## src/rtl/cpualu_pkg.sv

```systemverilog
package cpualu_pkg;

  // Operation codes; code 31 is unused and passes operand_a and flags through
  typedef enum logic [4:0] {
    FnAdd   = 5'd0,
    FnAdc   = 5'd1,
    FnSub   = 5'd2,
    FnSbc   = 5'd3,
    FnAnd   = 5'd4,
    FnXor   = 5'd5,
    FnOr    = 5'd6,
    FnCp    = 5'd7,
    FnInc   = 5'd8,
    FnDec   = 5'd9,
    FnRlca  = 5'd10,
    FnRrca  = 5'd11,
    FnRla   = 5'd12,
    FnRra   = 5'd13,
    FnDaa   = 5'd14,
    FnCpl   = 5'd15,
    FnScf   = 5'd16,
    FnCcf   = 5'd17,
    FnRlc   = 5'd18,
    FnRrc   = 5'd19,
    FnRl    = 5'd20,
    FnRr    = 5'd21,
    FnSla   = 5'd22,
    FnSra   = 5'd23,
    FnSwap  = 5'd24,
    FnSrl   = 5'd25,
    FnBit   = 5'd26,
    FnRes   = 5'd27,
    FnSet   = 5'd28,
    FnAdd16 = 5'd29,
    FnAddSp = 5'd30
  } alu_func_e;

  // Flag nibble: bit3 Z, bit2 N, bit1 H, bit0 C
  typedef struct packed {
    logic z;
    logic n;
    logic h;
    logic c;
  } flags_t;

  typedef struct packed {
    alu_func_e   func;
    logic [15:0] operand_a;
    logic [15:0] operand_b;
    logic [2:0]  bit_index;
    flags_t      flags_in;
  } alu_req_t;

  typedef struct packed {
    logic [15:0] result;
    flags_t      flags_out;
  } alu_rsp_t;

  // Decimal adjust constants
  localparam logic [7:0] DaaLoAdj   = 8'h06;
  localparam logic [7:0] DaaHiAdj   = 8'h60;
  localparam logic [7:0] DaaHiLimit = 8'h99;
  localparam logic [3:0] DaaLoLimit = 4'h9;

  // True for operations whose result is a byte with a zero upper half
  function automatic logic is_byte_result(alu_func_e f);
    logic r;
    case (f)
      FnCp, FnScf, FnCcf, FnBit, FnAdd16, FnAddSp: r = 1'b0;
      FnAdd, FnAdc, FnSub, FnSbc, FnAnd, FnXor, FnOr, FnInc, FnDec,
      FnRlca, FnRrca, FnRla, FnRra, FnDaa, FnCpl, FnRlc, FnRrc, FnRl,
      FnRr, FnSla, FnSra, FnSwap, FnSrl, FnRes, FnSet: r = 1'b1;
      default: r = 1'b0;
    endcase
    return r;
  endfunction

endpackage

```

## src/rtl/cpualu_if.sv

```systemverilog
interface cpualu_req_if;
  logic        valid;
  logic        ready;
  logic [4:0]  func;
  logic [15:0] operand_a;
  logic [15:0] operand_b;
  logic [2:0]  bit_index;
  logic [3:0]  flags_in;

  modport source (
    output valid, func, operand_a, operand_b, bit_index, flags_in,
    input  ready
  );
  modport sink (
    input  valid, func, operand_a, operand_b, bit_index, flags_in,
    output ready
  );
endinterface

interface cpualu_rsp_if;
  logic        valid;
  logic        ready;
  logic [15:0] result;
  logic [3:0]  flags_out;

  modport source (
    output valid, result, flags_out,
    input  ready
  );
  modport sink (
    input  valid, result, flags_out,
    output ready
  );
endinterface

```

## src/rtl/cpualu_in_stage.sv

```systemverilog
module cpualu_in_stage
  import cpualu_pkg::*;
(
  input  logic     clk_i,
  input  logic     rst_ni,
  input  logic     in_valid_i,
  output logic     in_ready_o,
  input  alu_req_t in_req_i,
  output logic     out_valid_o,
  input  logic     out_ready_i,
  output alu_req_t out_req_o
);

  logic     valid_q, valid_d;
  alu_req_t req_q;
  logic     load;

  // Take a new beat whenever the slot is empty or drains this cycle
  assign in_ready_o = !valid_q || out_ready_i;
  assign load       = in_valid_i && in_ready_o;

  always_comb begin
    valid_d = valid_q;
    if (in_ready_o) begin
      valid_d = in_valid_i;
    end
  end

  always_ff @(posedge clk_i or negedge rst_ni) begin
    if (!rst_ni) begin
      valid_q <= 1'b0;
    end else begin
      valid_q <= valid_d;
    end
  end

  // Payload holds while stalled
  always_ff @(posedge clk_i) begin
    if (load) begin
      req_q <= in_req_i;
    end
  end

  assign out_valid_o = valid_q;
  assign out_req_o   = req_q;

endmodule

```

## src/rtl/cpualu_exec.sv

```systemverilog
module cpualu_exec
  import cpualu_pkg::*;
(
  input  alu_req_t req_i,
  output alu_rsp_t rsp_o
);

  logic [15:0] a16, b16;
  logic [7:0]  a, b;
  flags_t      fi;
  logic        cin, k;
  logic [8:0]  add8, sub8;
  logic [4:0]  add4, sub4;
  logic [16:0] add16;
  logic [12:0] add12;
  logic [15:0] sp_sum;
  logic [4:0]  sp4;
  logic [8:0]  sp8;
  logic        daa_lo, daa_hi;
  logic [7:0]  daa_corr, daa_r;
  logic [7:0]  bit_mask;
  logic [7:0]  r8;
  logic [15:0] r;
  flags_t      fo;

  assign a16 = req_i.operand_a;
  assign b16 = req_i.operand_b;
  assign a   = a16[7:0];
  assign b   = b16[7:0];
  assign fi  = req_i.flags_in;
  assign cin = fi.c;

  // Carry-in only for the with-carry forms
  assign k = ((req_i.func == FnAdc) || (req_i.func == FnSbc)) ? cin : 1'b0;

  // Shared byte adder and subtractor with nibble carries
  assign add8 = {1'b0, a} + {1'b0, b} + {8'h00, k};
  assign add4 = {1'b0, a[3:0]} + {1'b0, b[3:0]} + {4'h0, k};
  assign sub8 = {1'b0, a} - {1'b0, b} - {8'h00, k};
  assign sub4 = {1'b0, a[3:0]} - {1'b0, b[3:0]} - {4'h0, k};

  // Word add and stack pointer offset add
  assign add16  = {1'b0, a16} + {1'b0, b16};
  assign add12  = {1'b0, a16[11:0]} + {1'b0, b16[11:0]};
  assign sp_sum = a16 + {{8{b[7]}}, b};
  assign sp4    = {1'b0, a16[3:0]} + {1'b0, b[3:0]};
  assign sp8    = {1'b0, a16[7:0]} + {1'b0, b};

  // Decimal adjust correction
  assign daa_lo   = fi.h || (!fi.n && (a[3:0] > DaaLoLimit));
  assign daa_hi   = fi.c || (!fi.n && (a > DaaHiLimit));
  assign daa_corr = (daa_lo ? DaaLoAdj : 8'h00) | (daa_hi ? DaaHiAdj : 8'h00);
  assign daa_r    = fi.n ? (a - daa_corr) : (a + daa_corr);

  assign bit_mask = 8'h01 << req_i.bit_index;

  // Select result and flags by operation
  always_comb begin
    r8 = 8'h00;
    r  = a16;
    fo = fi;
    case (req_i.func)
      FnAdd, FnAdc: begin
        r8 = add8[7:0];
        fo = '{z: (r8 == 8'h00), n: 1'b0, h: add4[4], c: add8[8]};
        r  = {8'h00, r8};
      end
      FnSub, FnSbc, FnCp: begin
        r8 = sub8[7:0];
        fo = '{z: (r8 == 8'h00), n: 1'b1, h: sub4[4], c: sub8[8]};
        r  = (req_i.func == FnCp) ? a16 : {8'h00, r8};
      end
      FnAnd: begin
        r8 = a & b;
        fo = '{z: (r8 == 8'h00), n: 1'b0, h: 1'b1, c: 1'b0};
        r  = {8'h00, r8};
      end
      FnXor: begin
        r8 = a ^ b;
        fo = '{z: (r8 == 8'h00), n: 1'b0, h: 1'b0, c: 1'b0};
        r  = {8'h00, r8};
      end
      FnOr: begin
        r8 = a | b;
        fo = '{z: (r8 == 8'h00), n: 1'b0, h: 1'b0, c: 1'b0};
        r  = {8'h00, r8};
      end
      FnInc: begin
        r8 = a + 8'h01;
        fo = '{z: (r8 == 8'h00), n: 1'b0, h: (a[3:0] == 4'hF), c: cin};
        r  = {8'h00, r8};
      end
      FnDec: begin
        r8 = a - 8'h01;
        fo = '{z: (r8 == 8'h00), n: 1'b1, h: (a[3:0] == 4'h0), c: cin};
        r  = {8'h00, r8};
      end
      FnRlca, FnRlc: begin
        r8 = {a[6:0], a[7]};
        fo = '{z: (req_i.func == FnRlc) && (r8 == 8'h00), n: 1'b0, h: 1'b0, c: a[7]};
        r  = {8'h00, r8};
      end
      FnRrca, FnRrc: begin
        r8 = {a[0], a[7:1]};
        fo = '{z: (req_i.func == FnRrc) && (r8 == 8'h00), n: 1'b0, h: 1'b0, c: a[0]};
        r  = {8'h00, r8};
      end
      FnRla, FnRl: begin
        r8 = {a[6:0], cin};
        fo = '{z: (req_i.func == FnRl) && (r8 == 8'h00), n: 1'b0, h: 1'b0, c: a[7]};
        r  = {8'h00, r8};
      end
      FnRra, FnRr: begin
        r8 = {cin, a[7:1]};
        fo = '{z: (req_i.func == FnRr) && (r8 == 8'h00), n: 1'b0, h: 1'b0, c: a[0]};
        r  = {8'h00, r8};
      end
      FnDaa: begin
        r8 = daa_r;
        fo = '{z: (r8 == 8'h00), n: fi.n, h: 1'b0, c: daa_hi};
        r  = {8'h00, r8};
      end
      FnCpl: begin
        r8 = ~a;
        fo = '{z: fi.z, n: 1'b1, h: 1'b1, c: cin};
        r  = {8'h00, r8};
      end
      FnScf: begin
        fo = '{z: fi.z, n: 1'b0, h: 1'b0, c: 1'b1};
      end
      FnCcf: begin
        fo = '{z: fi.z, n: 1'b0, h: 1'b0, c: !cin};
      end
      FnSla: begin
        r8 = {a[6:0], 1'b0};
        fo = '{z: (r8 == 8'h00), n: 1'b0, h: 1'b0, c: a[7]};
        r  = {8'h00, r8};
      end
      FnSra: begin
        r8 = {a[7], a[7:1]};
        fo = '{z: (r8 == 8'h00), n: 1'b0, h: 1'b0, c: a[0]};
        r  = {8'h00, r8};
      end
      FnSwap: begin
        r8 = {a[3:0], a[7:4]};
        fo = '{z: (r8 == 8'h00), n: 1'b0, h: 1'b0, c: 1'b0};
        r  = {8'h00, r8};
      end
      FnSrl: begin
        r8 = {1'b0, a[7:1]};
        fo = '{z: (r8 == 8'h00), n: 1'b0, h: 1'b0, c: a[0]};
        r  = {8'h00, r8};
      end
      FnBit: begin
        fo = '{z: ((a & bit_mask) == 8'h00), n: 1'b0, h: 1'b1, c: cin};
      end
      FnRes: begin
        r8 = a & ~bit_mask;
        r  = {8'h00, r8};
      end
      FnSet: begin
        r8 = a | bit_mask;
        r  = {8'h00, r8};
      end
      FnAdd16: begin
        r  = add16[15:0];
        fo = '{z: fi.z, n: 1'b0, h: add12[12], c: add16[16]};
      end
      FnAddSp: begin
        r  = sp_sum;
        fo = '{z: 1'b0, n: 1'b0, h: sp4[4], c: sp8[8]};
      end
      default: begin
        r  = a16;
        fo = fi;
      end
    endcase
  end

  assign rsp_o.result    = r;
  assign rsp_o.flags_out = fo;

endmodule

```

## src/rtl/cpu_alu_with_flags.sv

```systemverilog
// Path: the input beat is held in the input register, then its result in the
//   result register before it is offered as the result beat.
// Throughput: one operation per cycle while not stalled; the result register
//   frees as it drains, so a new beat is taken as the last result is handed over.
// Reset: rst_ni clears both stage valid bits; no clearing pass follows.
module cpu_alu_with_flags
  import cpualu_pkg::*;
(
  input  logic         clk_i,
  input  logic         rst_ni,
  cpualu_req_if.sink   req_i,
  cpualu_rsp_if.source rsp_o
);

  alu_req_t in_req;
  alu_req_t s1_req;
  logic     s1_valid;
  logic     s2_ready;
  alu_rsp_t exec_rsp;
  alu_rsp_t rsp_q;
  logic     rsp_valid_q, rsp_valid_d;
  logic     rsp_load;

  // Gather the input beat
  assign in_req.func      = alu_func_e'(req_i.func);
  assign in_req.operand_a = req_i.operand_a;
  assign in_req.operand_b = req_i.operand_b;
  assign in_req.bit_index = req_i.bit_index;
  assign in_req.flags_in  = flags_t'(req_i.flags_in);

  cpualu_in_stage u_in_stage (
    .clk_i       (clk_i),
    .rst_ni      (rst_ni),
    .in_valid_i  (req_i.valid),
    .in_ready_o  (req_i.ready),
    .in_req_i    (in_req),
    .out_valid_o (s1_valid),
    .out_ready_i (s2_ready),
    .out_req_o   (s1_req)
  );

  cpualu_exec u_exec (
    .req_i (s1_req),
    .rsp_o (exec_rsp)
  );

  // Result register: refill when empty or draining
  assign s2_ready = !rsp_valid_q || rsp_o.ready;
  assign rsp_load = s1_valid && s2_ready;

  always_comb begin
    rsp_valid_d = rsp_valid_q;
    if (s2_ready) begin
      rsp_valid_d = s1_valid;
    end
  end

  always_ff @(posedge clk_i or negedge rst_ni) begin
    if (!rst_ni) begin
      rsp_valid_q <= 1'b0;
    end else begin
      rsp_valid_q <= rsp_valid_d;
    end
  end

  always_ff @(posedge clk_i) begin
    if (rsp_load) begin
      rsp_q <= exec_rsp;
    end
  end

  assign rsp_o.valid     = rsp_valid_q;
  assign rsp_o.result    = rsp_q.result;
  assign rsp_o.flags_out = rsp_q.flags_out;

  // An accepted beat always occupies the input register next cycle
  a_accept_fills: assert property (@(posedge clk_i) disable iff (!rst_ni)
    (req_i.valid && req_i.ready) |=> s1_valid)
    else $error("accepted beat lost before input register");

  // A stalled input stage keeps its operation
  a_stall_holds: assert property (@(posedge clk_i) disable iff (!rst_ni)
    (s1_valid && !s2_ready) |=> (s1_valid && $stable(s1_req)))
    else $error("input stage changed while stalled");

  // A drained result with nothing behind it empties the result register
  a_drain_empties: assert property (@(posedge clk_i) disable iff (!rst_ni)
    (rsp_valid_q && rsp_o.ready && !s1_valid) |=> !rsp_valid_q)
    else $error("result beat repeated");

  // Byte operations leave a zero upper byte
  a_byte_upper: assert property (@(posedge clk_i) disable iff (!rst_ni)
    (rsp_load && is_byte_result(s1_req.func)) |=> (rsp_o.result[15:8] == 8'h00))
    else $error("byte operation with nonzero upper byte");

endmodule

```

## src/flat_wrapper.sv

```systemverilog
// flat-port wrapper written by rule: the top's interface ports become plain ports
module cpu_alu_with_flags_flat import cpualu_pkg::*;
  (clk_i, rst_ni, req_i_valid, req_i_func, req_i_operand_a, req_i_operand_b, req_i_bit_index, req_i_flags_in, req_i_ready, rsp_o_valid, rsp_o_result, rsp_o_flags_out, rsp_o_ready);
  cpualu_req_if req_i_i ();
  cpualu_rsp_if rsp_o_i ();
  input  logic clk_i;
  input  logic rst_ni;
  input wire logic [$bits(req_i_i.valid)-1:0] req_i_valid;
  input wire logic [$bits(req_i_i.func)-1:0] req_i_func;
  input wire logic [$bits(req_i_i.operand_a)-1:0] req_i_operand_a;
  input wire logic [$bits(req_i_i.operand_b)-1:0] req_i_operand_b;
  input wire logic [$bits(req_i_i.bit_index)-1:0] req_i_bit_index;
  input wire logic [$bits(req_i_i.flags_in)-1:0] req_i_flags_in;
  output wire logic [$bits(req_i_i.ready)-1:0] req_i_ready;
  output wire logic [$bits(rsp_o_i.valid)-1:0] rsp_o_valid;
  output wire logic [$bits(rsp_o_i.result)-1:0] rsp_o_result;
  output wire logic [$bits(rsp_o_i.flags_out)-1:0] rsp_o_flags_out;
  input wire logic [$bits(rsp_o_i.ready)-1:0] rsp_o_ready;
  assign req_i_i.valid = req_i_valid;
  assign req_i_i.func = req_i_func;
  assign req_i_i.operand_a = req_i_operand_a;
  assign req_i_i.operand_b = req_i_operand_b;
  assign req_i_i.bit_index = req_i_bit_index;
  assign req_i_i.flags_in = req_i_flags_in;
  assign req_i_ready = req_i_i.ready;
  assign rsp_o_valid = rsp_o_i.valid;
  assign rsp_o_result = rsp_o_i.result;
  assign rsp_o_flags_out = rsp_o_i.flags_out;
  assign rsp_o_i.ready = rsp_o_ready;
  cpu_alu_with_flags u_core (.clk_i(clk_i), .rst_ni(rst_ni), .req_i(req_i_i), .rsp_o(rsp_o_i));
endmodule
```

## config.mk

```make
export PLATFORM = sky130hd
export DESIGN_NAME = cpu_alu_with_flags_flat
export DESIGN_NICKNAME = d
export VERILOG_FILES = /design/src/rtl/cpualu_pkg.sv /design/src/rtl/cpualu_if.sv /design/src/rtl/cpualu_in_stage.sv /design/src/rtl/cpualu_exec.sv /design/src/rtl/cpu_alu_with_flags.sv /design/src/flat_wrapper.sv
export SDC_FILE = /design/constraint.sdc
export NUM_CORES = 1
export LEC_CHECK = 0
export BUFFER_PORTS_ARGS = -buffer_cell sky130_fd_sc_hd__buf_2
export CORE_MARGIN = 2
export CORE_UTILIZATION = 45
export DETAILED_ROUTE_END_ITERATION = 12
export MAX_ROUTING_LAYER = met4
export PLACE_DENSITY = 0.69
export SETUP_SLACK_MARGIN = 0.2
export SYNTH_ARGS = -nofsm -noshare
export SYNTH_HDL_FRONTEND = slang
export SYNTH_SLANG_ARGS = --single-unit
```

## constraint.sdc

```tcl
create_clock -name clk_i -period 6.3 [get_ports clk_i]
set_input_delay 0.63 -clock clk_i [delete_from_list [all_inputs] [get_ports clk_i]]
set_output_delay 0.63 -clock clk_i [all_outputs]
set_load 0.005 [all_outputs]
```

Yosys cells after proc, flatten, opt, wreduce, memory -nomap -nowiden
Cells that the tools add are included.
{"block": "word_totals", "ff_bits": 66, "output_inout_bits": 22, "input_bits": 48, "elab_cells": 122}
{"block": "classes", "eq_ne": 31, "n_shift": 1, "n_addsub": 15, "muxes": 7, "bitwise_logic": 9, "n_reduce_logical": 42, "n_lt_le_gt_ge": 2}
{"cell": "case mux 16 bit (21 select lines)", "count": 1}
{"cell": "zero test 8 bit", "count": 15}
{"cell": "case mux 4 bit (22 select lines)", "count": 1}
{"cell": "equality test 5 bit (second input constant)", "count": 15}
{"cell": "equality test 5 x 4 -> 1 bit (second input constant)", "count": 8}
{"cell": "bitwise AND 8 bit", "count": 3}
{"cell": "equality test 5 x 3 -> 1 bit (second input constant)", "count": 4}
{"cell": "adder 16 x 16 -> 17 bit", "count": 1}
{"cell": "adder 16 bit", "count": 1}
{"cell": "2-to-1 mux 16 bit", "count": 1}
{"cell": "NOT 8 bit", "count": 2}
{"cell": "OR 8 bit", "count": 2}
{"cell": "zero test 7 bit", "count": 2}
{"cell": "adder 12 x 12 -> 13 bit", "count": 1}
{"cell": "equality test 5 x 2 -> 1 bit (second input constant)", "count": 2}
{"cell": "OR reduction 2 bit", "count": 5}
{"cell": "adder 8 x 8 -> 9 bit", "count": 1}
{"cell": "adder 9 x 1 -> 9 bit", "count": 1}
{"cell": "subtractor 8 x 8 -> 9 bit", "count": 1}
{"cell": "subtractor 9 x 1 -> 9 bit", "count": 1}
{"cell": "adder 8 x 1 -> 8 bit (second input constant)", "count": 1}
{"cell": "adder 8 x 7 -> 8 bit", "count": 1}
{"cell": "> comparator 8 bit (second input constant)", "count": 1}
{"cell": "logical AND 1 bit", "count": 8}
{"cell": "other kinds (21)", "count": 28}

Longest topological paths before layout
Gate-level depths: netlist (run 1).
{"block": "logic_depth", "depth_word": 9, "mapped_depth": 16, "depth_no_buf": 14}

Hierarchy
A second synthesis (run 1) with hierarchy kept.
{"block": "hier_totals", "cells_unflattened": 794, "area_unflattened_um2": 6801.5}
{"mod": "cpualu_exec", "area_per_inst_um2": 4772.1, "cells_each": 722, "n_inst": 1, "seq_area_each_um2": 0.0}
{"mod": "cpualu_in_stage", "area_per_inst_um2": 1375.1, "cells_each": 48, "n_inst": 1, "seq_area_each_um2": 1346.3}
{"mod": "cpu_alu_with_flags", "area_per_inst_um2": 654.4, "cells_each": 24, "n_inst": 1, "seq_area_each_um2": 625.6}

Least setup slack after synthesis (run 1)
OpenSTA, ideal clock, no wires.
{"block": "synth_timing", "path_kind": "register -> register", "from": "reg u_core.u_in_stage.req_q (netlist bit u_core.u_in_stage.out_req_o[23])", "to": "reg u_core.rsp_q (netlist bit u_core.rsp_o.result[6]), data pin", "required_ns": 6.034, "arrival_time_ns": 3.165, "synth_period_minus_slack_ns": 3.431, "path_stages_with_launch": 17, "path_slack_ns": 2.869, "n_path_buf": 2, "setup_time_ns": 0.266, "cell_sequence": "edfxtp_1 clkbuf_1 clkbuf_1 inv_1 ha_1 o21ai_0 a311o_1 a31oi_1 ha_1 nand2_1 o21ai_0 ha_1 o21ai_0 nand2b_1 xnor2_1 a2bb2oi_1 nand3_1"}
{"item": "from (decl)", "line_no": "cpualu_in_stage.sv:15", "rtl": "alu_req_t req_q;"}
{"item": "from (signal assigned)", "line_no": "cpualu_in_stage.sv:40", "rtl": "req_q <= in_req_i;"}
{"item": "to (signal assigned)", "line_no": "cpu_alu_with_flags.sv:68", "rtl": "rsp_q <= exec_rsp;"}
{"item": "to (decl)", "line_no": "cpu_alu_with_flags.sv:20", "rtl": "alu_rsp_t rsp_q;"}

==> results.md, run 1 <==
- Clock sinks: 66
- Yosys cell types: 83
- Count leader, synth: edfxtp_1
- Max Cap Viol: 0
- Die Wd: around 120 um
- Antenna viol nets, final: 0
- FP Rows: 43
- Run status: finished, final reports clean
- Chip Height: 124.0 um
- Worst hold-check path type: in2async
- Most frequent cells after synthesis: edfxtp_1 (64), ha_1 (61), nand2_1 (60), nor2_1 (52), o21ai_0 (41)
- Post-DP HPWL: 16,270 um
- Port Buf Inserts: 69
- Logic pwr share: 31.5%
- First-pass GRT wire length: 33,970 um
- Worst endpoint required time: 6350 ps
- R2R cell count: 11
- GP Congestion: roughly 1.0
- RSZ-0062 raised after global routing: no
- Area leader, netlist: edfxtp_1
- Warnings from Yosys: 0
- Clock Power Share: 32.6%
- CTS buffer count: 9
- Initial Util: 46.30%
- Core area: 13,990 sq um
- Register area share after synthesis: 30.45%
- Relative slew slack: a little under an eighth
- Initial antenna violation count: 0
- Post-CTS setup buffers: 0
- Nets: 882
- Root buf cell: clkbuf_16
- Count of pins over their slew limit: 0
- H-Tree Depth: 3
- DP Area: approximately 7000 sq um
- CTS Hold Bufs: 0
- Worst VDD drop: 0.1525 mV
- Period utilisation layout: around two thirds
- Seq pwr share: 35.9%
- GR Util All Layers: 30.69%
- TNS Setup: 0 ps
- First-pass DRT Iterations: 8
- Critical Path Start Type: register
- Setup Skew: 10.83 ps
- Final Instance Area: approximately 7200 sq um
- Final hold viol count: 0
- Leakage: 2.860 nW
- Post_cts resized: 0
- Top FF cell, synth: edfxtp_1
- Syn Area/Cell: ~8.9 sq um
- Vias in the first global route: just under 6,000
- Net Count, Synth: 837
- Clock Path Buffers: 2
- Pwr Density: 221.5 nW/um^2
- Via Count: 6,228
- Die Footprint: 15,370 sq um
- Largest net degree at the start of global routing: 45
- Initial DRC count: 874
- CTS tree: built
- Min Tclk post-route: about 4200 ps
- Worst Path Arrival: 4290 ps
- # IOs: 70
- #FFs+latches synth: 66
- Clock slew at reported path FFs: 70 ps
- R2r setup slk: 2060 ps
- CP endpoint kind: register
- Layout Utilization: between 50% and 60%
- Final setup viols: 0
- Crit Path Category: reg2reg
- Routed WL: 22,200 um
- Post-synthesis async set-or-reset flop share: under 10%
- Slew @ Worst Pin: 1313 ps
- Net Sw Frac: 35.45%
- Pre-CTS WS: ~2200 ps
- Worst-skew pair later-pin latency: 360 ps
- Fmax: approximately 0.24 GHz
- Layout cells sized above 1: 14.84%
- Number of flops mapped to enable cells by yosys: between 60 and 70
- Worst reg2reg startpoint: u_core.u_in_stage.out_req_o[41]
- Final worst slack: 2056 ps
- Avg WL per Cell: 23.25 um
- Ant diodes: 0
- Synth top area cells: edfxtp_1 (30%), ha_1 (12%), xnor2_1 (3.9%), nand2_1 (3.5%), o21ai_0 (3.2%)
- DRC: 0
- Area Overhead vs Synth: 11.53%
- Post-Syn Instances: slightly above 700
- Reg-to-reg endpoint: u_core.rsp_o.result[3]
- Via density: 6.521
- NetSw: between 500 and 600 uW
- Top-area cell type share of the netlist area: between 20 and 30%
- P_int: around 1.0 mW
- Crit path max fanout: 33
- GR Overflow Total: 0
- Area of the mapped netlist: 6476 sq um
-- power groups by stage --
stage / logic (mW) / clock network, mW / registers (mW)
after floorplan: 0.360 / 0 / 0.555
after global placement: 0.480 / 0 / 0.580
after detailed placement: 0.488 / 0 / 0.581
after CTS: 0.492 / 0.532 / 0.572
after global routing: 0.547 / 0.549 / 0.579
final: 0.505 / 0.521 / 0.574
-- how the worst max path moves through the flow --
stage                             end  cells after the start                            start  slack, ps
3_5_place_dp   u_core.rsp_o.result[3]                     12  u_core.u_in_stage.out_req_o[41]       2220
6_report       u_core.rsp_o.result[3]                     11  u_core.u_in_stage.out_req_o[41]       2060
5_1_grt        u_core.rsp_o.result[3]                     11  u_core.u_in_stage.out_req_o[41]       1840
2_1_floorplan  u_core.rsp_o.result[6]                     16  u_core.u_in_stage.out_req_o[23]       2870
4_1_cts        u_core.rsp_o.result[3]                     12  u_core.u_in_stage.out_req_o[41]       2220
3_3_place_gp   u_core.rsp_o.result[3]                     12  u_core.u_in_stage.out_req_o[41]       2320
-- through the flow --
stage / instances / power, mW / hold WS (ps)
after floorplan: 725 / 0.9155 / 334.4
after global placement: 939 / 1.059 / 414.9
after detailed placement: 939 / 1.069 / 419.7
after CTS: 955 / 1.596 / 42.78
after global routing: 955 / 1.675 / 43.97
final: 955 / 1.600 / 50.67
-- metal layers --
metal	vias to the layer above	global-route usage, %	share of wire [%]
met3	57	4.945	8.2
li1	2858	-	-
met4	0	11.45	3.0
met5	-	-	0
met2	323	45.64	45
met1	2990	42.20	44
-- flip-flops by register name, indices dropped and copies added (netlist names) --
name	flops
u_core.u_in_stage.out_req_o	44
u_core.rsp_o.result	16
u_core.rsp_o.flags_out	4
u_core.rsp_o.valid	1
u_core.u_in_stage.out_valid_o	1
-- final cells by class --
cell class	instances	area, sq um
fillers	1321	6765
inverters	35	131.4
repair buffers	76	397.9
well taps	180	225.2
multi-input cells	582	4194
clock inverters	7	77.57
flip-flops and latches	66	1972
clock buffers	9	225.2
-- layout by cell type, fill, tap and decap left out, types with 6 or more instances in the layout --
master / netlist / routed
nor2b_1: 12 / 12
a311oi_1: 6 / 6
inv_1: 35 / 35
and3_1: 7 / 7
ha_1: 61 / 61
edfxtp_1: 64 / 64
a31oi_1: 13 / 13
xor2_1: 19 / 19
nor2_1: 52 / 52
xnor2_1: 29 / 29
a21oi_1: 37 / 37
o21ai_0: 41 / 41
a221oi_1: 6 / 6
nor3_1: 15 / 15
a22oi_1: 13 / 13
nor4_1: 11 / 11
nand2b_1: 9 / 9
nand3_1: 21 / 21
a211oi_1: 6 / 6
nand4_1: 12 / 12
o22ai_1: 10 / 10
a32oi_1: 6 / 6
buf_4: 1 / 7
and2_1: 9 / 8
o211ai_1: 9 / 9
buf_2: 13 / 69
clkbuf_16: 0 / 9
nand2_1: 60 / 60
mux2i_1: 10 / 10
nor3b_1: 7 / 7
a21o_1: 8 / 8
-- critical path, stage by stage, from the launching register on --
cell and delay (ps):
edfxtp_1 980, inv_1 250, nand4_1 330, fa_1 550
ha_1 220, o21ai_0 250, nand2_1 110, xnor2_1 280
o21ai_0 170, a22o_1 210, a2111oi_0 390, a41oi_1 200
-- cells by family (layout without fill, tap and decap cells) --
logic type               after synthesis  in the layout  synth area share [%]
multiplexers                          12             12                 2.241
XOR/XNOR                              48             48                 6.491
AND/OR/NAND/NOR                      239            239                 19.13
buffers and inverters                 77            127                 4.927
AO/OA/AOI/OAI                        219            219                 24.05
adder cells (fa/ha/maj)               64             64                 12.71
flip-flops                            66             66                 30.45
Power figures use the tool's default switching activity.
==> run 2: changes to the inputs <==
PLACE_DENSITY = 0.71   (was 0.69)
clock period = 3.7 ns   (was 6.3 ns; I/O delays follow)
==> run 2 against run 1 <==
Non-clock buffer count grew 36. Critical path depth grew 1. Highest routed layer unchanged. Sequential power grew 64%. Utilization grew 1.9 points.
==> results.md, run 2 (same netlist as run 1, synthesis figures left out) <==
- Most common cell after layout, fill and taps aside: buf_2 (unchanged)
- Nets: 918 (was 882)
- Layout Utilization: 53.53% (was 51.64%)
- Placed cells: 974 (was 939)
- Port Buf Inserts: 69 (unchanged)
- R2R cell count: 12 (was 11)
- Hold EP: u_core.u_in_stage.out_req_o[7]
- Final std cells w/o fill: 991 (was 955)
- Worst hold slack: 186.4 ps (was 50.67 ps)
- CP most frequent cell: o21ai_0 (unchanged)
- Largest register FFs: 44 (unchanged)
- Hold Path Depth: 1
- Crit-path max cell delay: 640 ps (was 980 ps)
- Final hold viol count: 0 (unchanged)
- Antenna viol nets, final: 0 (unchanged)
- GR Util met1: 41.26% (was 42.20%)
- DRC: 0 (unchanged)
- Worst hold-check path type: in2reg (was in2async)
- Worst Path Arrival: 3450 ps (was 4290 ps)
- H-Tree Depth: 3 (unchanged)
- Slowest stage cell, crit path: fa_1 (was edfxtp_1)
- Avg WL per Cell: 23.17 um (was 23.25 um)
- Setup Skew: 6.516 ps (was 10.83 ps)
- GP Congestion: 1.061 (was 1.018)
- FP Rows: 43 (unchanged)
- Post-DP HPWL: 17,220 um (was 16,270 um)
- Die Wd: 124.0 um (unchanged)
- CTS buffer count: 9 (unchanged)
- Pwr Density: 359.9 nW/um^2 (was 221.5 nW/um^2)
- Core area: 13,990 sq um (unchanged)
- Routed WL: 22,960 um (was 22,200 um)
- CP Cell Sequence: nor2_1 -> nand4_1 -> fa_1 -> inv_1 -> ha_1 -> o21ai_0 -> nand2_1 -> xnor2_1 -> o21ai_0 -> a22o_1 -> a2111oi_2 -> a41oi_1 (was inv_1 -> nand4_1 -> fa_1 -> ha_1 -> o21ai_0 -> nand2_1 -> xnor2_1 -> o21ai_0 -> a22o_1 -> a2111oi_0 -> a41oi_1)
- Ant diodes: 0 (unchanged)
- R2r setup slk: 330 ps (was 2060 ps)
- Run status: finished, final reports clean (unchanged)
- Via density: 6.588 (was 6.521)
- CP endpoint kind: register (unchanged)
- Initial Util: 46.30% (unchanged)
- GR Util All Layers: 31.56% (was 30.69%)
- Min Tclk post-route: 3367 ps (was 4244 ps)
- First-pass GRT wire length: 34,770 um (was 33,970 um)
- Final worst slack: 332.9 ps (was 2056 ps)
- HP Start: req_i_operand_b[0]
- Relative slew slack: 26.29% (was 11.80%)
- Via Count: 6,529 (was 6,228)
- Fmax: 0.2970 GHz (was 0.2356 GHz)
- Register Area: 1972 sq um (unchanged)
- # IOs: 70 (unchanged)
- Crit path max fanout: 4 (was 33)
- Period utilisation layout: 91.00% (was 67.37%)
- Met2 Usage GRT: 49.59% (was 45.64%)
- Worst VDD drop: 0.2530 mV (was 0.1525 mV)
- Initial antenna violation count: 0 (unchanged)
- Max Cap Viol: 0 (unchanged)
- Die Footprint: 15,370 sq um (unchanged)
- Worst-skew pair later-pin latency: 350 ps (was 360 ps)
- Multi-input logic area: 4218 sq um (was 4194 sq um)
- Most frequent cells in the layout: buf_2 (69), edfxtp_1 (64), nand2_1 (60), ha_1 (60), nor2_1 (51) (was buf_2 (69), edfxtp_1 (64), ha_1 (61))
- Root buf cell: clkbuf_16 (unchanged)
- CTS tree: built (unchanged)
- Chip Height: 124.0 um (unchanged)
- TNS Setup: 0 ps (unchanged)
- Crit Path Category: reg2reg (unchanged)
- Clock sinks: 66 (unchanged)
- Fillers: 1,313 (was 1,321)
- GR Overflow Total: 0 (unchanged)
- M3 GR Usage: 5.495% (was 4.945%)
- Global routing's busiest layer: met2 (unchanged)
- Largest net degree at the start of global routing: 45 (unchanged)
- Critical Path Start Type: register (unchanged)
- Final Instance Area: 7488 sq um (was 7223 sq um)
- RSZ-0062 raised after global routing: yes (was no)
- Reg-to-reg endpoint: u_core.rsp_o.result[3] (unchanged)
- Count of pins over their slew limit: 0 (unchanged)
- Clock slew at reported path FFs: 60 ps (was 70 ps)
- Worst reg2reg startpoint: u_core.u_in_stage.out_req_o[42] (was u_core.u_in_stage.out_req_o[41])
- Worst endpoint required time: 3780 ps (was 6350 ps)
- Area Overhead vs Synth: 15.63% (was 11.53%)
- DP Area: 7176 sq um (was 6920 sq um)
- Slew @ Worst Pin: 1106 ps (was 1313 ps)
- Total power: 2.695 mW (was 1.600 mW)
- Post-CTS setup buffers: 0 (unchanged)
- Pre-CTS WS: 169.1 ps (was 2216 ps)
- First-pass DRT Iterations: 5 (was 8)
- Clock Path Buffers: 2 (unchanged)
- Leakage: 3.018 nW (was 2.860 nW)
- Layout cells sized above 1: 18.99% (was 14.84%)
- Final setup viols: 0 (unchanged)
- Vias in the first global route: 6,154 (was 5,868)
- Initial DRC count: 902 (was 874)
[run 2: changes by cell type in the layout (fill, tap and decap cells not counted), sizes merged]
cell / change
buf: +35
bufinv: -1
clkinvlp: +1
clkinv: -1
dlygate4sd3: +1
clkbuf: +1
[run 2: final cells by class]
| class | count | area share [%] |
|---|---|---|
| clock buffers | 10 | 3.058 |
| clock inverters | 6 | 0.5681 |
| inverters | 35 | 1.754 |
| multi-input cells | 582 | 56.32 |
| flip-flops and latches | 66 | 26.33 |
| well taps | 180 | 3.008 |
| repair buffers | 112 | 8.956 |
[run 2: power by group]
group / leakage (nW) / switching [mW] / internal [mW]
registers: 0.641 / 0.0399 / 0.900
clock network: 0.129 / 0.354 / 0.454
logic: 2.25 / 0.578 / 0.370
[run 2: how the worst max path moves through the flow]
| stage | depth (start not counted) | end | slack [ps] | startpoint |
|---|---|---|---|---|
| final | 12 | u_core.rsp_o.result[3] | 330 | u_core.u_in_stage.out_req_o[42] |
| after global routing | 12 | u_core.rsp_o.result[3] | 190 | u_core.u_in_stage.out_req_o[42] |
| after CTS | 10 | u_core.rsp_o.result[7] | 230 | u_core.u_in_stage.out_req_o[23] |
| after detailed placement | 12 | u_core.rsp_o.result[3] | 170 | u_core.u_in_stage.out_req_o[42] |
| after global placement | 12 | u_core.rsp_o.result[3] | 240 | u_core.u_in_stage.out_req_o[42] |
| after floorplan | 16 | u_core.rsp_o.result[6] | 270 | u_core.u_in_stage.out_req_o[23] |
[run 2: critical path, delay by kind of cell, from the launching register on]
| family | cells | cell delay, ps |
|---|---|---|
| AOI/OAI and AO/OA | 5 | 1050 |
| xor gates and xnor gates | 1 | 190 |
| adders and majority gates | 2 | 820 |
| buffers and inverters | 1 | 80 |
| DFF | 1 | 380 |
| and+or+nand+nor | 3 | 560 |
[run 2: metal layers]
metal  wire length [um]  part of all wire (%)
met5                  0                     0
met4                627                   2.7
met3               2207                   9.6
met2              10610                    46
met1               9519                    41
[run 2: what timing repair did]
action,4_1_cts,5_1_grt
gates resized for setup,1,7
hold buffers,1,0
setup endpoints to repair,1,6
pin swaps,0,1
endpoints found under the hold margin,2,0
